File: src/rtl/core/wps_pkg.sv
// ----------------------------------------------------------------------------
// WAV PCM16 stream parser package
// Shared word types, status codes and header constants for the parser.
// ----------------------------------------------------------------------------
package wps_pkg;

  localparam int unsigned HdrLen = 36;
  localparam logic [31:0] TagData = 32'h6461_7461;

  typedef struct packed {
    logic [7:0] data_byte;
    logic       start_of_file;
  } in_word_t;

  typedef struct packed {
    logic signed [15:0] left_sample;
    logic signed [15:0] right_sample;
    logic [3:0]         status;
    logic               last;
  } out_word_t;

  typedef enum logic [3:0] {
    ST_SAMPLE   = 4'd0,
    ST_RIFF     = 4'd1,
    ST_WAVE     = 4'd2,
    ST_FMT_ID   = 4'd3,
    ST_FMT_SIZE = 4'd4,
    ST_NOT_PCM  = 4'd5,
    ST_RATE     = 4'd6,
    ST_WIDTH    = 4'd7,
    ST_NO_TAG   = 4'd8,
    ST_EMPTY    = 4'd9
  } status_e;

  typedef enum logic [2:0] {
    PH_HEADER = 3'd0,
    PH_SEARCH = 3'd1,
    PH_SIZE   = 3'd2,
    PH_DATA   = 3'd3,
    PH_IDLE   = 3'd4
  } phase_e;

  typedef enum logic [0:0] {
    REG_EXPECTED_RATE = 1'b0,
    REG_SEARCH_LIMIT  = 1'b1
  } reg_idx_e;

  // Which fixed header check a byte position belongs to, one bit per check
  // in file order: RIFF, WAVE, fmt id, fmt size, PCM format.
  typedef struct packed {
    logic [4:0] check;
    logic [7:0] value;
  } hdr_expect_t;

  function automatic hdr_expect_t hdr_expect(input logic [5:0] pos);
    hdr_expect_t e;
    e.check = 5'b00000;
    e.value = 8'h00;
    unique case (pos)
      6'd0:  begin e.check = 5'b00001; e.value = 8'h52; end
      6'd1:  begin e.check = 5'b00001; e.value = 8'h49; end
      6'd2:  begin e.check = 5'b00001; e.value = 8'h46; end
      6'd3:  begin e.check = 5'b00001; e.value = 8'h46; end
      6'd8:  begin e.check = 5'b00010; e.value = 8'h57; end
      6'd9:  begin e.check = 5'b00010; e.value = 8'h41; end
      6'd10: begin e.check = 5'b00010; e.value = 8'h56; end
      6'd11: begin e.check = 5'b00010; e.value = 8'h45; end
      6'd12: begin e.check = 5'b00100; e.value = 8'h66; end
      6'd13: begin e.check = 5'b00100; e.value = 8'h6d; end
      6'd14: begin e.check = 5'b00100; e.value = 8'h74; end
      6'd15: begin e.check = 5'b00100; e.value = 8'h20; end
      6'd16: begin e.check = 5'b01000; e.value = 8'h10; end
      6'd17: begin e.check = 5'b01000; e.value = 8'h00; end
      6'd18: begin e.check = 5'b01000; e.value = 8'h00; end
      6'd19: begin e.check = 5'b01000; e.value = 8'h00; end
      6'd20: begin e.check = 5'b10000; e.value = 8'h01; end
      6'd21: begin e.check = 5'b10000; e.value = 8'h00; end
      default: begin e.check = 5'b00000; e.value = 8'h00; end
    endcase
    return e;
  endfunction

endpackage

File: src/rtl/core/wps_front.sv
// ----------------------------------------------------------------------------
// WAV parser front end
// Takes input words and holds them in a two-entry queue for the parser.
// ----------------------------------------------------------------------------
module wps_front import wps_pkg::*; (
  input  logic     clk_i,
  input  logic     rst_ni,
  input  logic     in_valid_i,
  output logic     in_ready_o,
  input  in_word_t in_word_i,
  output logic     head_valid_o,
  output in_word_t head_word_o,
  input  logic     head_pop_i
);

  in_word_t   mem_q [2];
  logic       wr_ptr_q, wr_ptr_d;
  logic       rd_ptr_q, rd_ptr_d;
  logic [1:0] count_q, count_d;
  logic       push;
  logic       pop;

  assign in_ready_o   = (count_q != 2'd2);
  assign head_valid_o = (count_q != 2'd0);
  assign head_word_o  = mem_q[rd_ptr_q];

  assign push = in_valid_i && in_ready_o;
  assign pop  = head_pop_i && head_valid_o;

  always_comb begin
    wr_ptr_d = push ? ~wr_ptr_q : wr_ptr_q;
    rd_ptr_d = pop ? ~rd_ptr_q : rd_ptr_q;
    count_d  = count_q;
    if (push && !pop) begin
      count_d = count_q + 2'd1;
    end else if (pop && !push) begin
      count_d = count_q - 2'd1;
    end
  end

  always_ff @(posedge clk_i or negedge rst_ni) begin
    if (!rst_ni) begin
      wr_ptr_q <= 1'b0;
      rd_ptr_q <= 1'b0;
      count_q  <= 2'd0;
    end else begin
      wr_ptr_q <= wr_ptr_d;
      rd_ptr_q <= rd_ptr_d;
      count_q  <= count_d;
    end
  end

  always_ff @(posedge clk_i) begin
    if (push) begin
      mem_q[wr_ptr_q] <= in_word_i;
    end
  end

endmodule

File: src/rtl/core/wps_back.sv
// ----------------------------------------------------------------------------
// WAV parser back end
// Parses header, tag search, data size and sample frames one word per cycle
// unless a result is stalled at the output, and drives the registered result.
// ----------------------------------------------------------------------------
module wps_back import wps_pkg::*; (
  input  logic        clk_i,
  input  logic        rst_ni,
  input  logic [31:0] expected_rate_i,
  input  logic [11:0] search_limit_i,
  input  logic        head_valid_i,
  input  in_word_t    head_word_i,
  output logic        head_pop_o,
  output logic        out_valid_o,
  input  logic        out_ready_i,
  output out_word_t   out_word_o
);

  phase_e      phase_q, phase_d;
  logic [5:0]  pos_q, pos_d;
  logic [4:0]  bad_q, bad_d;
  logic [31:0] rate_q, rate_d;
  logic        ch_one_q, ch_one_d;
  logic        bps_lo_ok_q, bps_lo_ok_d;
  logic        mono_q, mono_d;
  logic [31:0] window_q, window_d;
  logic [11:0] count_q, count_d;
  logic [31:0] remain_q, remain_d;
  logic [23:0] frame_q, frame_d;
  logic [1:0]  index_q, index_d;
  logic        out_valid_q, out_valid_d;
  out_word_t   out_word_q, out_word_d;

  phase_e      phase_eff;
  logic [5:0]  pos_eff;
  logic [7:0]  b;
  hdr_expect_t exp_b;
  logic [4:0]  new_bad;
  logic [11:0] lim;
  logic [31:0] fsize;
  logic        emit;
  status_e     st;

  assign head_pop_o  = head_valid_i && (!out_valid_q || out_ready_i);
  assign out_valid_o = out_valid_q;
  assign out_word_o  = out_word_q;

  assign b         = head_word_i.data_byte;
  assign phase_eff = head_word_i.start_of_file ? PH_HEADER : phase_q;
  assign pos_eff   = head_word_i.start_of_file ? 6'd0 : pos_q;
  assign exp_b     = hdr_expect(pos_eff);
  assign new_bad   = (b != exp_b.value) ? exp_b.check : 5'b00000;
  assign lim       = (search_limit_i == 12'd0) ? 12'd1 : search_limit_i;
  assign fsize     = mono_q ? 32'd2 : 32'd4;

  always_comb begin
    phase_d     = phase_q;
    pos_d       = pos_q;
    bad_d       = bad_q;
    rate_d      = rate_q;
    ch_one_d    = ch_one_q;
    bps_lo_ok_d = bps_lo_ok_q;
    mono_d      = mono_q;
    window_d    = window_q;
    count_d     = count_q;
    remain_d    = remain_q;
    frame_d     = frame_q;
    index_d     = index_q;
    emit        = 1'b0;
    st          = ST_SAMPLE;
    out_word_d  = out_word_q;
    out_word_d.left_sample  = '0;
    out_word_d.right_sample = '0;
    out_word_d.last         = 1'b0;

    if (head_pop_o) begin
      unique case (phase_eff)
        PH_HEADER: begin
          // Field checks are folded in as each byte arrives; the verdict is
          // given on the final header byte in file order.
          bad_d = (pos_eff == 6'd0) ? new_bad : (bad_q | new_bad);
          if (pos_eff[5:2] == 4'd6) begin
            rate_d[{pos_eff[1:0], 3'b000} +: 8] = b;
          end
          if (pos_eff == 6'd22) begin
            ch_one_d = (b == 8'h01);
          end
          if (pos_eff == 6'd23) begin
            mono_d = ch_one_q && (b == 8'h00);
          end
          if (pos_eff == 6'd34) begin
            bps_lo_ok_d = (b[7:3] == 5'b00010);
          end
          if (pos_eff == 6'(HdrLen - 1)) begin
            pos_d = 6'd0;
            priority if (bad_q[0]) begin
              st = ST_RIFF;
            end else if (bad_q[1]) begin
              st = ST_WAVE;
            end else if (bad_q[2]) begin
              st = ST_FMT_ID;
            end else if (bad_q[3]) begin
              st = ST_FMT_SIZE;
            end else if (bad_q[4]) begin
              st = ST_NOT_PCM;
            end else if (rate_q != expected_rate_i) begin
              st = ST_RATE;
            end else if (!(bps_lo_ok_q && b == 8'h00)) begin
              st = ST_WIDTH;
            end else begin
              st = ST_SAMPLE;
            end
            if (st != ST_SAMPLE) begin
              emit    = 1'b1;
              phase_d = PH_IDLE;
            end else begin
              window_d = '0;
              count_d  = '0;
              phase_d  = PH_SEARCH;
            end
          end else begin
            pos_d   = pos_eff + 6'd1;
            phase_d = PH_HEADER;
          end
        end
        PH_SEARCH: begin
          window_d = {window_q[23:0], b};
          count_d  = (count_q != 12'hFFF) ? count_q + 12'd1 : count_q;
          if (window_d == TagData) begin
            phase_d  = PH_SIZE;
            pos_d    = 6'd0;
            remain_d = '0;
          end else if (count_d >= lim) begin
            st      = ST_NO_TAG;
            emit    = 1'b1;
            phase_d = PH_IDLE;
          end
        end
        PH_SIZE: begin
          remain_d[{pos_q[1:0], 3'b000} +: 8] = b;
          if (pos_q[1:0] == 2'd3) begin
            pos_d = 6'd0;
            if (remain_d < fsize) begin
              st      = ST_EMPTY;
              emit    = 1'b1;
              phase_d = PH_IDLE;
            end else begin
              frame_d = '0;
              index_d = '0;
              phase_d = PH_DATA;
            end
          end else begin
            pos_d = pos_q + 6'd1;
          end
        end
        PH_DATA: begin
          remain_d = (remain_q != 32'd0) ? remain_q - 32'd1 : remain_q;
          if ({30'd0, index_q} + 32'd1 < fsize) begin
            frame_d[{index_q, 3'b000} +: 8] = b;
            index_d = index_q + 2'd1;
          end else begin
            if (mono_q) begin
              out_word_d.left_sample  = {b, frame_q[7:0]};
              out_word_d.right_sample = {b, frame_q[7:0]};
            end else begin
              out_word_d.left_sample  = frame_q[15:0];
              out_word_d.right_sample = {b, frame_q[23:16]};
            end
            out_word_d.last = (remain_d < fsize);
            frame_d = '0;
            index_d = '0;
            emit    = 1'b1;
            st      = ST_SAMPLE;
            if (remain_d < fsize) begin
              phase_d = PH_IDLE;
            end
          end
        end
        PH_IDLE: begin
          phase_d = PH_IDLE;
        end
        default: begin
          phase_d = PH_IDLE;
        end
      endcase
    end

    out_word_d.status = st;
    if (emit) begin
      out_valid_d = 1'b1;
    end else if (out_ready_i) begin
      out_valid_d = 1'b0;
    end else begin
      out_valid_d = out_valid_q;
    end
    if (!emit) begin
      out_word_d = out_word_q;
    end
  end

  always_ff @(posedge clk_i or negedge rst_ni) begin
    if (!rst_ni) begin
      phase_q     <= PH_HEADER;
      pos_q       <= '0;
      window_q    <= '0;
      count_q     <= '0;
      remain_q    <= '0;
      mono_q      <= 1'b0;
      frame_q     <= '0;
      index_q     <= '0;
      out_valid_q <= 1'b0;
    end else begin
      phase_q     <= phase_d;
      pos_q       <= pos_d;
      window_q    <= window_d;
      count_q     <= count_d;
      remain_q    <= remain_d;
      mono_q      <= mono_d;
      frame_q     <= frame_d;
      index_q     <= index_d;
      out_valid_q <= out_valid_d;
    end
  end

  always_ff @(posedge clk_i) begin
    bad_q       <= bad_d;
    rate_q      <= rate_d;
    ch_one_q    <= ch_one_d;
    bps_lo_ok_q <= bps_lo_ok_d;
    out_word_q  <= out_word_d;
  end

endmodule

File: src/rtl/core/wav_pcm16_stream_parser_unit.sv
// A byte is stored in the input queue, then parsed, and its result word is registered.
// Throughput: one byte per cycle, set by the parser step, while the output is not stalled.
// While a result waits, the two-entry input queue takes up to two bytes before ready falls.
// Reset: asynchronous, active low; the parser returns to the header phase and the
// configuration registers return to a rate of 48000 and a search limit of 1000.
// ----------------------------------------------------------------------------
// WAV PCM16 stream parser
// Parses a byte stream of WAV files into checked status words and 16-bit
// left/right sample pairs.
// ----------------------------------------------------------------------------
module wav_pcm16_stream_parser_unit import wps_pkg::*; (
  input  logic        clk_i,
  input  logic        rst_ni,
  input  logic        cfg_we_i,
  input  logic [0:0]  cfg_idx_i,
  input  logic [31:0] cfg_wdata_i,
  input  logic        in_valid_i,
  output logic        in_ready_o,
  input  in_word_t    in_word_i,
  output logic        out_valid_o,
  input  logic        out_ready_i,
  output out_word_t   out_word_o
);

  logic [31:0] expected_rate_q;
  logic [11:0] search_limit_q;
  logic        head_valid;
  in_word_t    head_word;
  logic        head_pop;

  always_ff @(posedge clk_i or negedge rst_ni) begin
    if (!rst_ni) begin
      expected_rate_q <= 32'd48000;
      search_limit_q  <= 12'd1000;
    end else if (cfg_we_i) begin
      unique case (reg_idx_e'(cfg_idx_i))
        REG_EXPECTED_RATE: expected_rate_q <= cfg_wdata_i;
        REG_SEARCH_LIMIT:  search_limit_q  <= cfg_wdata_i[11:0];
        default:           expected_rate_q <= expected_rate_q;
      endcase
    end
  end

  wps_front u_front (
    .clk_i        (clk_i),
    .rst_ni       (rst_ni),
    .in_valid_i   (in_valid_i),
    .in_ready_o   (in_ready_o),
    .in_word_i    (in_word_i),
    .head_valid_o (head_valid),
    .head_word_o  (head_word),
    .head_pop_i   (head_pop)
  );

  wps_back u_back (
    .clk_i           (clk_i),
    .rst_ni          (rst_ni),
    .expected_rate_i (expected_rate_q),
    .search_limit_i  (search_limit_q),
    .head_valid_i    (head_valid),
    .head_word_i     (head_word),
    .head_pop_o      (head_pop),
    .out_valid_o     (out_valid_o),
    .out_ready_i     (out_ready_i),
    .out_word_o      (out_word_o)
  );

endmodule

File: config.mk
export PLATFORM = sky130hd
export DESIGN_NAME = wav_pcm16_stream_parser_unit
export DESIGN_NICKNAME = d
export VERILOG_FILES = /design/src/rtl/core/wps_pkg.sv /design/src/rtl/core/wps_front.sv /design/src/rtl/core/wps_back.sv /design/src/rtl/core/wav_pcm16_stream_parser_unit.sv
export SDC_FILE = /design/constraint.sdc
export NUM_CORES = 1
export LEC_CHECK = 0
export BUFFER_PORTS_ARGS = -buffer_cell sky130_fd_sc_hd__buf_2
export CAP_MARGIN = 20
export CELL_PAD_IN_SITES_DETAIL_PLACEMENT = 0
export CELL_PAD_IN_SITES_GLOBAL_PLACEMENT = 2
export CORE_MARGIN = 3
export CORE_UTILIZATION = 40
export DETAILED_ROUTE_END_ITERATION = 6
export PLACE_DENSITY_LB_ADDON = 0.05
export REMOVE_ABC_BUFFERS = 1
export SLEW_MARGIN = 20
export SYNTH_ARGS = -nofsm -noshare
export SYNTH_HDL_FRONTEND = slang
export SYNTH_SLANG_ARGS = --single-unit
File: constraint.sdc
create_clock -name clk_i -period 8.9 [get_ports clk_i]
set_input_delay 0.445 -clock clk_i [delete_from_list [all_inputs] [get_ports clk_i]]
set_output_delay 0.445 -clock clk_i [all_outputs]
set_load 0.01 [all_outputs]
After elaboration in Yosys (flattened, before gate mapping)
Memory sizes are Yosys's and may differ from the RTL's.
Index checks and enable logic that the tools add are counted.
{"block": "word_totals", "regBits": 229, "ram_bits": 18, "romBits": 384, "in_bits": 47, "out_inout_bits": 39, "mem_count": 2}
{"block": "op_classes", "add_sub_neg": 11, "magnitude_cmp": 4, "n_eq_ne": 24, "shift": 6, "mux": 73, "bitwise_logic": 6, "n_reduce_logical": 37}
{"memory": "(no name shown)", "words": 32, "word_bits": 12, "read_ports": 1, "rd_clocked_by_memory_dff": 0, "wr": 0, "line_no": "wps_pkg.sv:59", "text": "unique case (pos)"}
{"memory": "u_front.mem_q", "words": 2, "word_bits": 9, "read_ports": 1, "rd_clocked_by_memory_dff": 0, "wr": 1, "line_no": "wps_front.sv:16", "text": "in_word_t mem_q [2];"}
{"cell": "two-way mux 24 bit", "count": 5}
{"cell": "less-than comparator 32 bit", "count": 3}
{"cell": "two-way mux 32 bit", "count": 3}
{"cell": "one-hot mux 24 bit (2 select lines)", "count": 2}
{"cell": "one-hot mux 32 bit (3 select lines)", "count": 1}
{"cell": "bitwise mux 32 bit", "count": 2}
{"cell": "variable shift 8 x 7 -> 32 bit, first input constant", "count": 2}
{"cell": "indexed part select 8 x 7 -> 32 bit", "count": 2}
{"cell": "two-way mux 4 bit", "count": 14}
{"cell": "two-way mux 12 bit", "count": 4}
{"cell": "two-way mux 3 bit", "count": 11}
{"cell": "== test 32 x 31 -> 1 bit, second input constant", "count": 1}
{"cell": "!= test 32 bit", "count": 1}
{"cell": "nonzero test 32 bit", "count": 1}
{"cell": "subtractor 32 x 1 -> 32 bit, second input constant", "count": 1}
{"cell": "bitwise mux 24 bit", "count": 1}
{"cell": "two-way mux 6 bit", "count": 4}
{"cell": "one-hot mux 12 bit (2 select lines)", "count": 1}
{"cell": "variable shift 8 x 7 -> 24 bit, first input constant", "count": 1}
{"cell": "indexed part select 8 x 7 -> 24 bit", "count": 1}
{"cell": "negation 5 -> 7 bit", "count": 3}
{"cell": "one-hot mux 6 bit (3 select lines)", "count": 1}
{"cell": "AND reduction 3 bit", "count": 6}
{"cell": "two-way mux 13 bit", "count": 1}
{"cell": "other kinds (42)", "count": 89}

Longest topological paths before layout
Gate-level depths: netlist (run 1).
An unclocked memory read counts as a cell.
{"block": "logic_depth", "word_depth": 19, "depth_mapped": 18, "mapped_depth_nobuf": 16}

Hierarchy
A second synthesis (run 1) with hierarchy kept.
{"block": "hier_totals", "hier_cells": 1297, "area_unflattened_um2": 13640.6}
{"mod": "wps_back", "instances": 1, "cells_per_inst": 1156, "area_each_um2": 10954.3, "seq_area_each_um2": 4909.7}
{"mod": "wav_pcm16_stream_parser_unit", "instances": 1, "cells_per_inst": 95, "area_each_um2": 1825.5, "seq_area_each_um2": 1117.3}
{"mod": "wps_front", "instances": 1, "cells_per_inst": 46, "area_each_um2": 860.8, "seq_area_each_um2": 640.6}

Worst setup path before layout (run 1)
OpenSTA, ideal clock, no wires.
{"block": "synth_path", "kind": "register -> register", "startpoint": "reg u_back.pos_q[0]", "endpoint": "reg u_back.out_word_q, in the netlist u_back.out_word_o[0] (enable)", "setup_time_ps": 495, "arrival_time_ps": 5701, "t_required_ps": 8405, "slack_ps": 2704, "stages_incl_launch_ff": 14, "path_buffers": 2, "synth_period_minus_slack_ps": 6196, "path_cell_list": "dfrtp_1 > buf_4 > inv_1 > ha_1 > nand4bb_1 > clkbuf_1 > o22ai_1 > ha_1 > or3_1 > nor3_1 > nand4_1 > nor3_1 > a2bb2oi_1 > a221oi_1"}
{"block": "synth_between", "elab_chain_cells": 8}
{"item": "start: declaration", "line_no": "wps_back.sv:20", "text": "logic [5:0] pos_q, pos_d;"}
{"item": "start signal: assignment", "line_no": "wps_back.sv:214", "text": "pos_q <= pos_d;"}
{"item": "negation 5 -> 7 bit", "line_no": "wps_back.sv:140", "text": "remain_d[{pos_q[1:0], 3'b000} +: 8] = b;"}
{"item": "indexed part select 8 x 7 -> 32 bit or variable shift 8 x 7 -> 32 bit (tied branches)", "line_no": "wps_back.sv:140"}
{"item": "bitwise mux 32 bit", "line_no": "wps_back.sv:140"}
{"item": "less-than comparator 32 bit", "line_no": "wps_back.sv:143", "text": "if (remain_d < fsize) begin"}
{"item": "two-way mux 1 bit", "line_no": "wps_back.sv:143"}
{"item": "two-way mux 1 bit", "line_no": "wps_back.sv:141", "text": "if (pos_q[1:0] == 2'd3) begin"}
{"item": "one-hot mux 1 bit (4 select lines) *", "line_no": "wps_back.sv:77", "text": "unique case (phase_eff)"}
{"item": "two-way mux 1 bit *", "line_no": "wps_back.sv:76", "text": "if (head_pop_o) begin"}
{"item": "via u_back.emit", "line_no": "wps_back.sv:41", "text": "logic emit;"}
{"item": "end signal: assignment", "line_no": "wps_back.sv:230", "text": "out_word_q <= out_word_d;"}
{"item": "end: declaration", "line_no": "wps_back.sv:32", "text": "out_word_t out_word_q, out_word_d;"}
Mark *: on every way through the listed nets, which the timed path passes. The rest lies on a longest branch.
A chain may end at the register's enable or synchronous reset.

Worst setup path in the final report (run 1)
{"block": "layout_path", "startpoint": "reg u_back.pos_q[0]", "endpoint": "reg u_back.out_word_q, in the netlist u_back.out_word_o[28] (enable)"}
The elaborated chain is that of the path after synthesis.

==> key figures, run 1 <==
Cells and area
  • Area Overhead vs Synth: 13.8%
  • Nets@finish: 1539
  • Final Core Density: 0.467
  • Area of the multi-input gates: 6750 um^2
  • Layout Cell Area excl Fill: 15800 um^2
  • Layout cells sized above 1: 0.190
  • Fill count: 3254
  • Sequential Area: 6670 um^2
  • Non-filler cells, final: 1924
  • Ant. Diodes: 0

GRT
  • First-pass GRT wire length: 66300 um
  • GRT overflow: 0
  • Largest net degree at the start of global routing: 87
  • Number of global-route vias before repair: 10900
  • Initial antenna violation count: 0
  • Overall global routing resource usage: 0.233

Yosys
  • Number of synthesized register bits: 247
  • Area contributors post-synth: dfrtp_1, edfxtp_1, mux2_2
  • Post-synth top area cell: dfrtp_1
  • Yosys cell types: 78
  • Number of synthesized flops with an enable pin: 94
  • Most frequent cell after synthesis: nor2_1
  • Cells after synthesis: 1394
  • Top FF cell, synth: dfrtp_1
  • Commonest cells in the synthesized netlist: nor2_1, dfrtp_1, nand2_1
  • Syn avg cell area: 9.98 um^2
  • Seq/Total Area, Yosys: 0.479
  • Synth top area share: 0.252
  • Synthesized cell area: 13900 um^2
  • Ys async rst share: 0.619
  • Synth warn: 0

Critical path
  • CP peak stage delay: 0.64 ns
  • Startpoint Class: register
  • Crit path buffers/inverters: 2
  • Crit path required time: 9.10 ns
  • Crit path arrival time: 4.94 ns
  • Critical path capture point type: register
  • CP Class: register to register
  • Delay-heaviest family, CP: simple AND/OR/NAND/NOR gates
  • Worst-path cell chain: inv_1, ha_1, nand4bb_1, o22ai_1, ha_1, or3_1, nor3_1, nand4_1, nor3_1, a2bb2oi_1, a221oi_4, buf_4
  • CP max stage cell: dfrtp_1
  • CP Max Fanout: 38

Clocking
  • Clock Path Buffers: 3
  • CTS Buf Count: 29
  • CTS tree: yes
  • Worst-path clk slew: 0.07 ns
  • Sink Count: 247
  • H-tree levels: 1
  • Post-CTS Setup Inserts: 0
  • Clk root buf: clkbuf_16
  • Worst-Skew Late Latency: 0.57 ns

Placement
  • RD Place Congestion: 0.951
  • Area after DPL: 14800 um^2
  • Dpl cells: 1869
  • DP Wirelength: 29700 um
  • IO buf count: 85

Route
  • Via-per-instance ratio: 5.77
  • Antenna Nets Post-Route: 0
  • Routed length per instance: 22.3 um
  • DR pass1 iterations: 6
  • 1st-iter DRT viols: 900
  • Via count: 11100
  • Overall routed net length: 43000 um
  • DRC Markers: 0

Outcome
  • Status: complete, no violations

Floorplan
  • DIE AREA: 37000 um^2
  • Core box area: 33900 um^2
  • Die Wd: 192 um
  • Row Count: 67
  • Die H: 192 um
  • Initial core utilization: 0.411
  • Io pins: 86

STA
  • Tmin final: 4.74 ns
  • Tightest Pin Transition: 1.22 ns
  • Finish-stage setup viols: 0
  • Slew Limit Fails: 0
  • Normalized max-slew margin: 0.181
  • Worst Skew: 0.0105 ns
  • RSZ-0062 raised after global routing: no
  • Setup_tns: 0 ns
  • Tcrit/Tclk final: 0.532
  • Fmax: 211 MHz
  • Final hold viol count: 0

Power and ir drop
  • Comb pwr share: 0.423
  • Peak VDD IR: 175 uV
  • Clock power share: 0.252
  • Seq pwr share: 0.324
  • Pwr dens: 317 nW/um^2
  • Leak: 6.46 nW
  • Switching power: 2.18 mW
  • Pint: 2.84 mW
  • Sw Ratio: 0.434

Flow run
  • Maxcap violations: 0

Worst hold path
  • Worst hold-check path type: input pin to register
per-layer routing:
layer	vias up	global-route usage	wire length, um
met3	74	0.0363	2160
met2	320	0.375	19800
met1	5442	0.325	19800
met5	-	0	0
met4	0	0.0703	1300
li1	5257	-	-
cell families after synthesis:
| group | count (synthesis) | synth area share |
|---|---|---|
| adders and majority gates | 39 | 0.0351 |
| buffers and inverters | 133 | 0.0394 |
| xor gates and xnor gates | 62 | 0.0390 |
| muxes | 87 | 0.0693 |
| DFF | 247 | 0.479 |
| and+or+nand+nor | 522 | 0.194 |
| AOI/OAI and AO/OA | 304 | 0.144 |
power groups by stage:
| stage | sequential [mW] | clock [mW] | combinational, mW |
|---|---|---|---|
| global route | 1.65 | 1.34 | 2.31 |
| global placement | 1.64 | 0 | 2.11 |
| CTS | 1.62 | 1.30 | 2.10 |
| detailed placement | 1.64 | 0 | 2.09 |
| floorplan | 1.57 | 0 | 1.36 |
| finish | 1.63 | 1.27 | 2.12 |
cell usage in the layout, fill, tap and decap left out, types with 20 or more instances in the layout:
cell type | synthesis | routed
mux2_2 | 68 | 68
edfxtp_1 | 94 | 94
ha_1 | 39 | 39
o21ai_0 | 61 | 61
nand3_1 | 35 | 35
nor3_1 | 47 | 45
nor2_1 | 142 | 142
nor4_1 | 29 | 29
nand4_1 | 24 | 24
dfrtp_1 | 140 | 140
o22ai_1 | 23 | 23
clkbuf_16 | 0 | 29
o21ai_1 | 23 | 23
buf_2 | 21 | 84
a22o_1 | 20 | 20
a21oi_1 | 53 | 52
xor2_1 | 38 | 38
inv_1 | 50 | 50
xnor2_1 | 24 | 24
nand2_1 | 127 | 127
buf_4 | 2 | 25
sequential cells by signal, summed over array words and instances (netlist names), 2 cells and up:
name	flops
expected_rate_q	32
u_back.index_q	2
u_back.bad_q	5
u_back.rate_q	32
u_front.count_q	2
u_back.count_q	12
u_front.mem_q	18
u_back.phase_q	3
search_limit_q	12
u_back.pos_q	6
u_back.window_q	24
u_back.out_word_o	37
u_back.remain_q	32
u_back.frame_q	24
final timing paths:
kind / from / endpoint / slack (ns) / cells past startpoint
worst max-delay path: u_back.pos_q[0]$_DFFE_PN0P_ / u_back.out_word_o[28]$_SDFFCE_PP0P_ / 4.16 / 12
worst min-delay path: in_word_i[7] / u_front.mem_q[1][7]$_DFFE_PP_ / 0.06 / 1
worst max register to register: u_back.pos_q[0]$_DFFE_PN0P_ / u_back.out_word_o[28]$_SDFFCE_PP0P_ / 4.16 / 12
worst min register to register: u_back.ch_one_q$_DFFE_PP_ / u_back.mono_q$_DFFE_PN0P_ / 0.48 / 2
max in group asynchronous: rst_ni / u_back.pos_q[3]$_DFFE_PN0P_ / 6.96 / 3
min in group asynchronous: rst_ni / expected_rate_q[22]$_DFFE_PN0P_ / 0.50 / 2
per-stage QoR:
stage               total power [mW]  hold WS (ns)  worst slack, ns
global placement                3.74         0.456             4.49
CTS                             5.02        0.0316             4.31
floorplan                       2.93         0.149             2.45
finish                          5.02        0.0573             4.16
detailed placement              3.73         0.466             4.33
global route                    5.30        0.0445             3.84
final cells by class:
class | instances | area share
clock buffers | 34 | 0.0489
flip-flops and latches | 247 | 0.421
well taps | 448 | 0.0354
repair buffers | 111 | 0.0398
inverters | 50 | 0.0119
clock inverters | 20 | 0.0157
multi-input cells | 1014 | 0.427
repair_timing:
action / CTS / global route
resized for setup: 0 / 0
hold buffers: 1 / 0
hold endpoints to repair: 62 / 0
Note: power is estimated with default switching activity, not from simulation.
==> run 2: changes to the inputs <==
==> constraint.sdc (replaced) <==
create_clock -name clk_i -period 5 [get_ports clk_i]
set_input_delay 0.25 -clock clk_i [delete_from_list [all_inputs] [get_ports clk_i]]
set_output_delay 0.25 -clock clk_i [all_outputs]
set_load 0.01 [all_outputs]
==> run 2 against run 1 <==
Net effect: first-iteration DRC count is 8.2% lower; final cell count rose by 3.2%; register-to-register slack lost 3.6 ns; clock skew increased by 0.0056 ns; global-route usage grew 0.22 points; clock power grew 78%; die area did not move; critical endpoint is now u_back.out_word_o[35]$_SDFFCE_PP0P_; largest cell class unchanged.
==> key figures, run 2 (synthesis results as in run 1) <==
Outcome
  • Status: complete, no violations

STA
  • Worst Skew: 0.0162 ns
  • Finish-stage setup viols: 0
  • Tcrit/Tclk final: 0.886
  • Final hold viol count: 0
  • Tmin final: 4.43 ns
  • Normalized max-slew margin: 0.391
  • Tightest Pin Transition: 0.913 ns
  • RSZ-0062 raised after global routing: no
  • Fmax: 226 MHz
  • Final WS setup: 0.572 ns
  • Slew Limit Fails: 0

Placement
  • DP Wirelength: 30600 um
  • Worst slack, placed: 0.618 ns
  • IO buf count: 85
  • Dpl cells: 1892
  • RD Place Congestion: 0.921

Cells and area
  • Area Overhead vs Synth: 17.8%
  • Max reg flops: 37
  • Commonest non-fill, non-tap cell in the layout: nor2_1
  • Nets@finish: 1602
  • Most frequent cells in the layout: nor2_1, dfrtp_1, nand2_1, edfxtp_1, buf_2
  • Fill count: 3251
  • Non-filler cells, final: 1986
  • Ant. Diodes: 0
  • Layout cells sized above 1: 0.195
  • Final Core Density: 0.484

Route
  • Antenna Nets Post-Route: 0
  • DRC Markers: 0
  • Routed length per instance: 21.8 um
  • 1st-iter DRT viols: 826
  • Overall routed net length: 43300 um
  • Via-per-instance ratio: 5.66
  • DR pass1 iterations: 5
  • Via count: 11200

Clocking
  • Sink Count: 247
  • Post-cts sizing count: 0
  • H-tree levels: 1
  • Clk root buf: clkbuf_16
  • CTS Buf Count: 28
  • CTS Hold Bufs: 42
  • Clock Path Buffers: 3
  • Post-CTS Setup Inserts: 0
  • CTS tree: yes
  • Worst-Skew Late Latency: 0.56 ns
  • Worst-path clk slew: 0.07 ns

GRT
  • Largest net degree at the start of global routing: 85
  • Number of global-route vias before repair: 11100
  • Initial antenna violation count: 0
  • First-pass GRT wire length: 67400 um
  • GRT overflow: 0
  • Overall global routing resource usage: 0.235

Critical path
  • Reg-to-Reg End: u_back.out_word_o[35]$_SDFFCE_PP0P_
  • Startpoint Class: register
  • CP Class: register to register
  • Reg2reg start: u_back.count_q[0]$_DFFE_PN0P_
  • Crit path required time: 5.24 ns
  • Crit path from: u_back.count_q[0]$_DFFE_PN0P_
  • CP Max Fanout: 38
  • R2R depth: 15
  • Crit path to: u_back.out_word_o[35]$_SDFFCE_PP0P_
  • Crit path arrival time: 4.67 ns
  • Critical path capture point type: register
  • Reg2reg setup slack: 0.57 ns

Power and ir drop
  • Pwr dens: 548 nW/um^2
  • Leak: 6.76 nW
  • Peak VDD IR: 280 uV

Floorplan
  • Io pins: 86
  • Die H: 192 um
  • Row Count: 67
  • Core box area: 33900 um^2
  • Initial core utilization: 0.411
  • Die Wd: 192 um
  • DIE AREA: 37000 um^2

Flow run
  • Maxcap violations: 0

Worst hold path
  • Worst hold-check path type: input pin to register
==> run 2: layer usage <==
metal	global-route usage	vias up	wire (um)
met1	0.340	5506	20400
met2	0.378	276	19900
met4	0.0580	0	1140
li1	-	5387	-
met5	0	-	0
met3	0.0282	65	1790
==> run 2: area by class of cell <==
cell class | count | area (um^2) | area share
Inverter | 50 | 188 | 0.0115
Clock inverter | 24 | 312 | 0.0190
Clock buffer | 28 | 701 | 0.0428
Sequential cell | 247 | 6670 | 0.407
Tap cell | 448 | 561 | 0.0342
Multi-Input combinational cell | 1014 | 6740 | 0.411
Timing Repair Buffer | 175 | 1210 | 0.0740
==> run 2: how the worst min path moves through the flow <==
stage / start / end / slack [ns] / cells after the start
after global routing: in_valid_i / u_front.wr_ptr_q$_DFFE_PN0P_ / 0.03 / 3
final: in_valid_i / u_front.wr_ptr_q$_DFFE_PN0P_ / 0.02 / 3
after global placement: rst_ni / expected_rate_q[22]$_DFFE_PN0P_ / 0.37 / 1
after floorplan: rst_ni / expected_rate_q[0]$_DFFE_PN0P_ / -0.05 / 0
after detailed placement: rst_ni / expected_rate_q[22]$_DFFE_PN0P_ / 0.38 / 1
after CTS: in_valid_i / u_front.wr_ptr_q$_DFFE_PN0P_ / 0.02 / 3
==> run 2: power by group <==
group	switching, mW	internal [mW]
Sequential	0.425	2.43
Clock	0.915	1.35
Combinational	2.49	1.38
==> run 2: critical path, cell delays in order, from the launching register on <==
cell       delay (ns)
dfrtp_1          0.42
ha_1             0.23
nand3_1          0.09
nor2_1           0.24
and3_1           0.29
nand3_1          0.38
nand4_1          0.25
xnor2_1          0.10
ha_1             0.21
a2111o_1         0.36
a31oi_1          0.15
o21ai_0          0.12
a221oi_1         0.46
a2bb2oi_1        0.38
a221oi_4         0.10
buf_4            0.28
==> run 2: stage by stage <==
step / hold WS (ns) / setup TNS (ns) / power, mW / area, um^2
global route: 0.0253 / 0 / 9.50 / 16400
detailed placement: 0.375 / 0 / 6.68 / 14900
CTS: 0.0179 / 0 / 8.99 / 16400
floorplan: -0.0456 / -54.80 / 5.21 / 13500
finish: 0.0228 / 0 / 8.98 / 16400
global placement: 0.373 / 0 / 6.70 / 14900
==> run 3: changes to the inputs <==
--- a/config.mk
+++ b/config.mk
@@ -12,7 +12,7 @@
 export CORE_MARGIN = 3
 export CORE_UTILIZATION = 40
 export DETAILED_ROUTE_END_ITERATION = 6
-export PLACE_DENSITY_LB_ADDON = 0.05
+export PLACE_DENSITY = 0.85
 export REMOVE_ABC_BUFFERS = 1
 export SLEW_MARGIN = 20
 export SYNTH_ARGS = -nofsm -noshare
==> run 3 against run 2 <==
Net effect: fmax down 0.46%; critical path type unchanged; first-iteration DRC count up 20%; non-clock buffer count down 12; power down 2.8%; routed wire length down 1.5%; largest cell class unchanged.
==> key figures, run 3 (synthesis results as in run 1) <==
Power and ir drop
  • Clock power share: 0.233
  • Sw Ratio: 0.437
  • Pint: 4.92 mW
  • Leak: 6.64 nW
  • Comb pwr share: 0.436
  • Total power: 8.73 mW
  • Pwr dens: 540 nW/um^2
  • Peak VDD IR: 305 uV
  • Seq pwr share: 0.330
  • Switching power: 3.82 mW

Clocking
  • Worst-path clk slew: 0.06 ns
  • CTS Hold Bufs: 42
  • Worst-Skew Late Latency: 0.57 ns
  • Clk root buf: clkbuf_16
  • H-tree levels: 1
  • Post-cts sizing count: 0
  • Sink Count: 247
  • CTS Buf Count: 29
  • Post-CTS Setup Inserts: 0
  • Clock Path Buffers: 3
  • CTS tree: yes

STA
  • RSZ-0062 raised after global routing: no
  • Worst hold margin: 0.0129 ns
  • Worst Skew: 0.0108 ns
  • Tmin final: 4.45 ns
  • Slew Limit Fails: 0
  • Final WS setup: 0.551 ns
  • Tcrit/Tclk final: 0.890
  • Normalized max-slew margin: 0.320
  • Tightest Pin Transition: 1.01 ns
  • Final hold viol count: 0
  • Finish-stage setup viols: 0
  • Fmax: 225 MHz

Critical path
  • Crit path from: u_back.pos_q[0]$_DFFE_PN0P_
  • R2R depth: 13
  • Critical path capture point type: register
  • Crit path to: u_back.out_word_o[6]$_SDFFCE_PP0P_
  • Startpoint Class: register
  • Reg-to-Reg End: u_back.out_word_o[6]$_SDFFCE_PP0P_
  • Reg2reg start: u_back.pos_q[0]$_DFFE_PN0P_
  • CP max stage cell: dfrtp_1
  • Crit path required time: 5.21 ns
  • Worst-path cell chain: inv_1, ha_1, nand4bb_1, o22ai_1, ha_1, or3_1, nor3_1, nand4_1, nor3_1, buf_4, a2bb2oi_1, a221oi_4, buf_4
  • CP peak stage delay: 0.60 ns
  • CP Max Fanout: 35
  • Crit path arrival time: 4.66 ns
  • Reg2reg setup slack: 0.55 ns
  • CP Class: register to register

Placement
  • DP Wirelength: 29600 um
  • IO buf count: 85
  • Worst slack, placed: 0.607 ns
  • RD Place Congestion: 0.957
  • Dpl cells: 1880

GRT
  • Number of global-route vias before repair: 11200
  • First-pass GRT wire length: 65900 um
  • Initial antenna violation count: 0
  • GRT overflow: 0
  • Largest net degree at the start of global routing: 79
  • Overall global routing resource usage: 0.229

Floorplan
  • Die H: 192 um
  • DIE AREA: 37000 um^2
  • Core box area: 33900 um^2
  • Io pins: 86
  • Row Count: 67
  • Die Wd: 192 um
  • Initial core utilization: 0.411

Flow run
  • Maxcap violations: 0

Cells and area
  • Layout cells sized above 1: 0.183
  • Most frequent cells in the layout: nor2_1, dfrtp_1, nand2_1, edfxtp_1, buf_2
  • Area Overhead vs Synth: 16.3%
  • Max reg flops: 37
  • Nets@finish: 1591
  • Ant. Diodes: 0
  • Non-filler cells, final: 1976
  • Fill count: 3211
  • Commonest non-fill, non-tap cell in the layout: nor2_1

Route
  • 1st-iter DRT viols: 990
  • DRC Markers: 0
  • Antenna Nets Post-Route: 0
  • DR pass1 iterations: 5
  • Overall routed net length: 42600 um
  • Routed length per instance: 21.6 um
  • Via count: 11500
  • Via-per-instance ratio: 5.81

Outcome
  • Status: complete, no violations

Worst hold path
  • Worst hold-check path type: input pin to register
==> run 3: per-stage QoR <==
stage	TNS (ns)	instance area, um^2	utilization
2_1_floorplan	-54.80	13500	-
3_3_place_gp	0	14800	0.438
3_5_place_dp	0	14800	0.438
4_1_cts	0	16200	0.478
5_1_grt	0	16200	0.478
6_report	0	16200	0.478
==> run 3: worst max-delay path: cells and delay by family, from the launching register on <==
family          cells  cell delay [ns]
simple gates        5             1.27
buf+inv             3             0.87
compound gates      3             0.60
fa+ha+maj           2             0.69
flops               1             0.60
==> run 3: area by class of cell <==
class	count	area, um^2	area share
clock buffer	37	766	0.0473
clock inverter	17	144	0.00889
inverter	50	188	0.0116
multi-input combinational	1014	6730	0.416
sequential	247	6670	0.412
tap	448	561	0.0346
timing repair buffer	163	1120	0.0694
==> run 3: routing by layer <==
layer,GRT usage,up-vias,wire length [um]
met2,0.362,409,19200
li1,-,5362,-
met5,0,-,0
met1,0.324,5628,19500
met3,0.0392,80,2630
met4,0.0703,0,1340
==> run 3: how the worst min path moves through the flow <==
stage	from	to	slack, ns	depth (start not counted)
final	in_valid_i	u_front.wr_ptr_q$_DFFE_PN0P_	0.01	3
after global routing	in_valid_i	u_front.wr_ptr_q$_DFFE_PN0P_	0.05	3
after CTS	in_valid_i	u_front.wr_ptr_q$_DFFE_PN0P_	0.002	3
after detailed placement	rst_ni	expected_rate_q[20]$_DFFE_PN0P_	0.35	1
after global placement	rst_ni	expected_rate_q[20]$_DFFE_PN0P_	0.35	1
after floorplan	rst_ni	expected_rate_q[0]$_DFFE_PN0P_	-0.05	0
==> run 3: power by group through the flow <==
| stage | Combinational [mW] | Sequential [mW] | Clock, mW |
|---|---|---|---|
| floorplan | 2.42 | 2.79 | 0 |
| global placement | 3.68 | 2.90 | 0 |
| detailed placement | 3.70 | 2.90 | 0 |
| CTS | 3.74 | 2.87 | 2.09 |
| global route | 4.14 | 2.93 | 2.17 |
| finish | 3.81 | 2.88 | 2.04 |
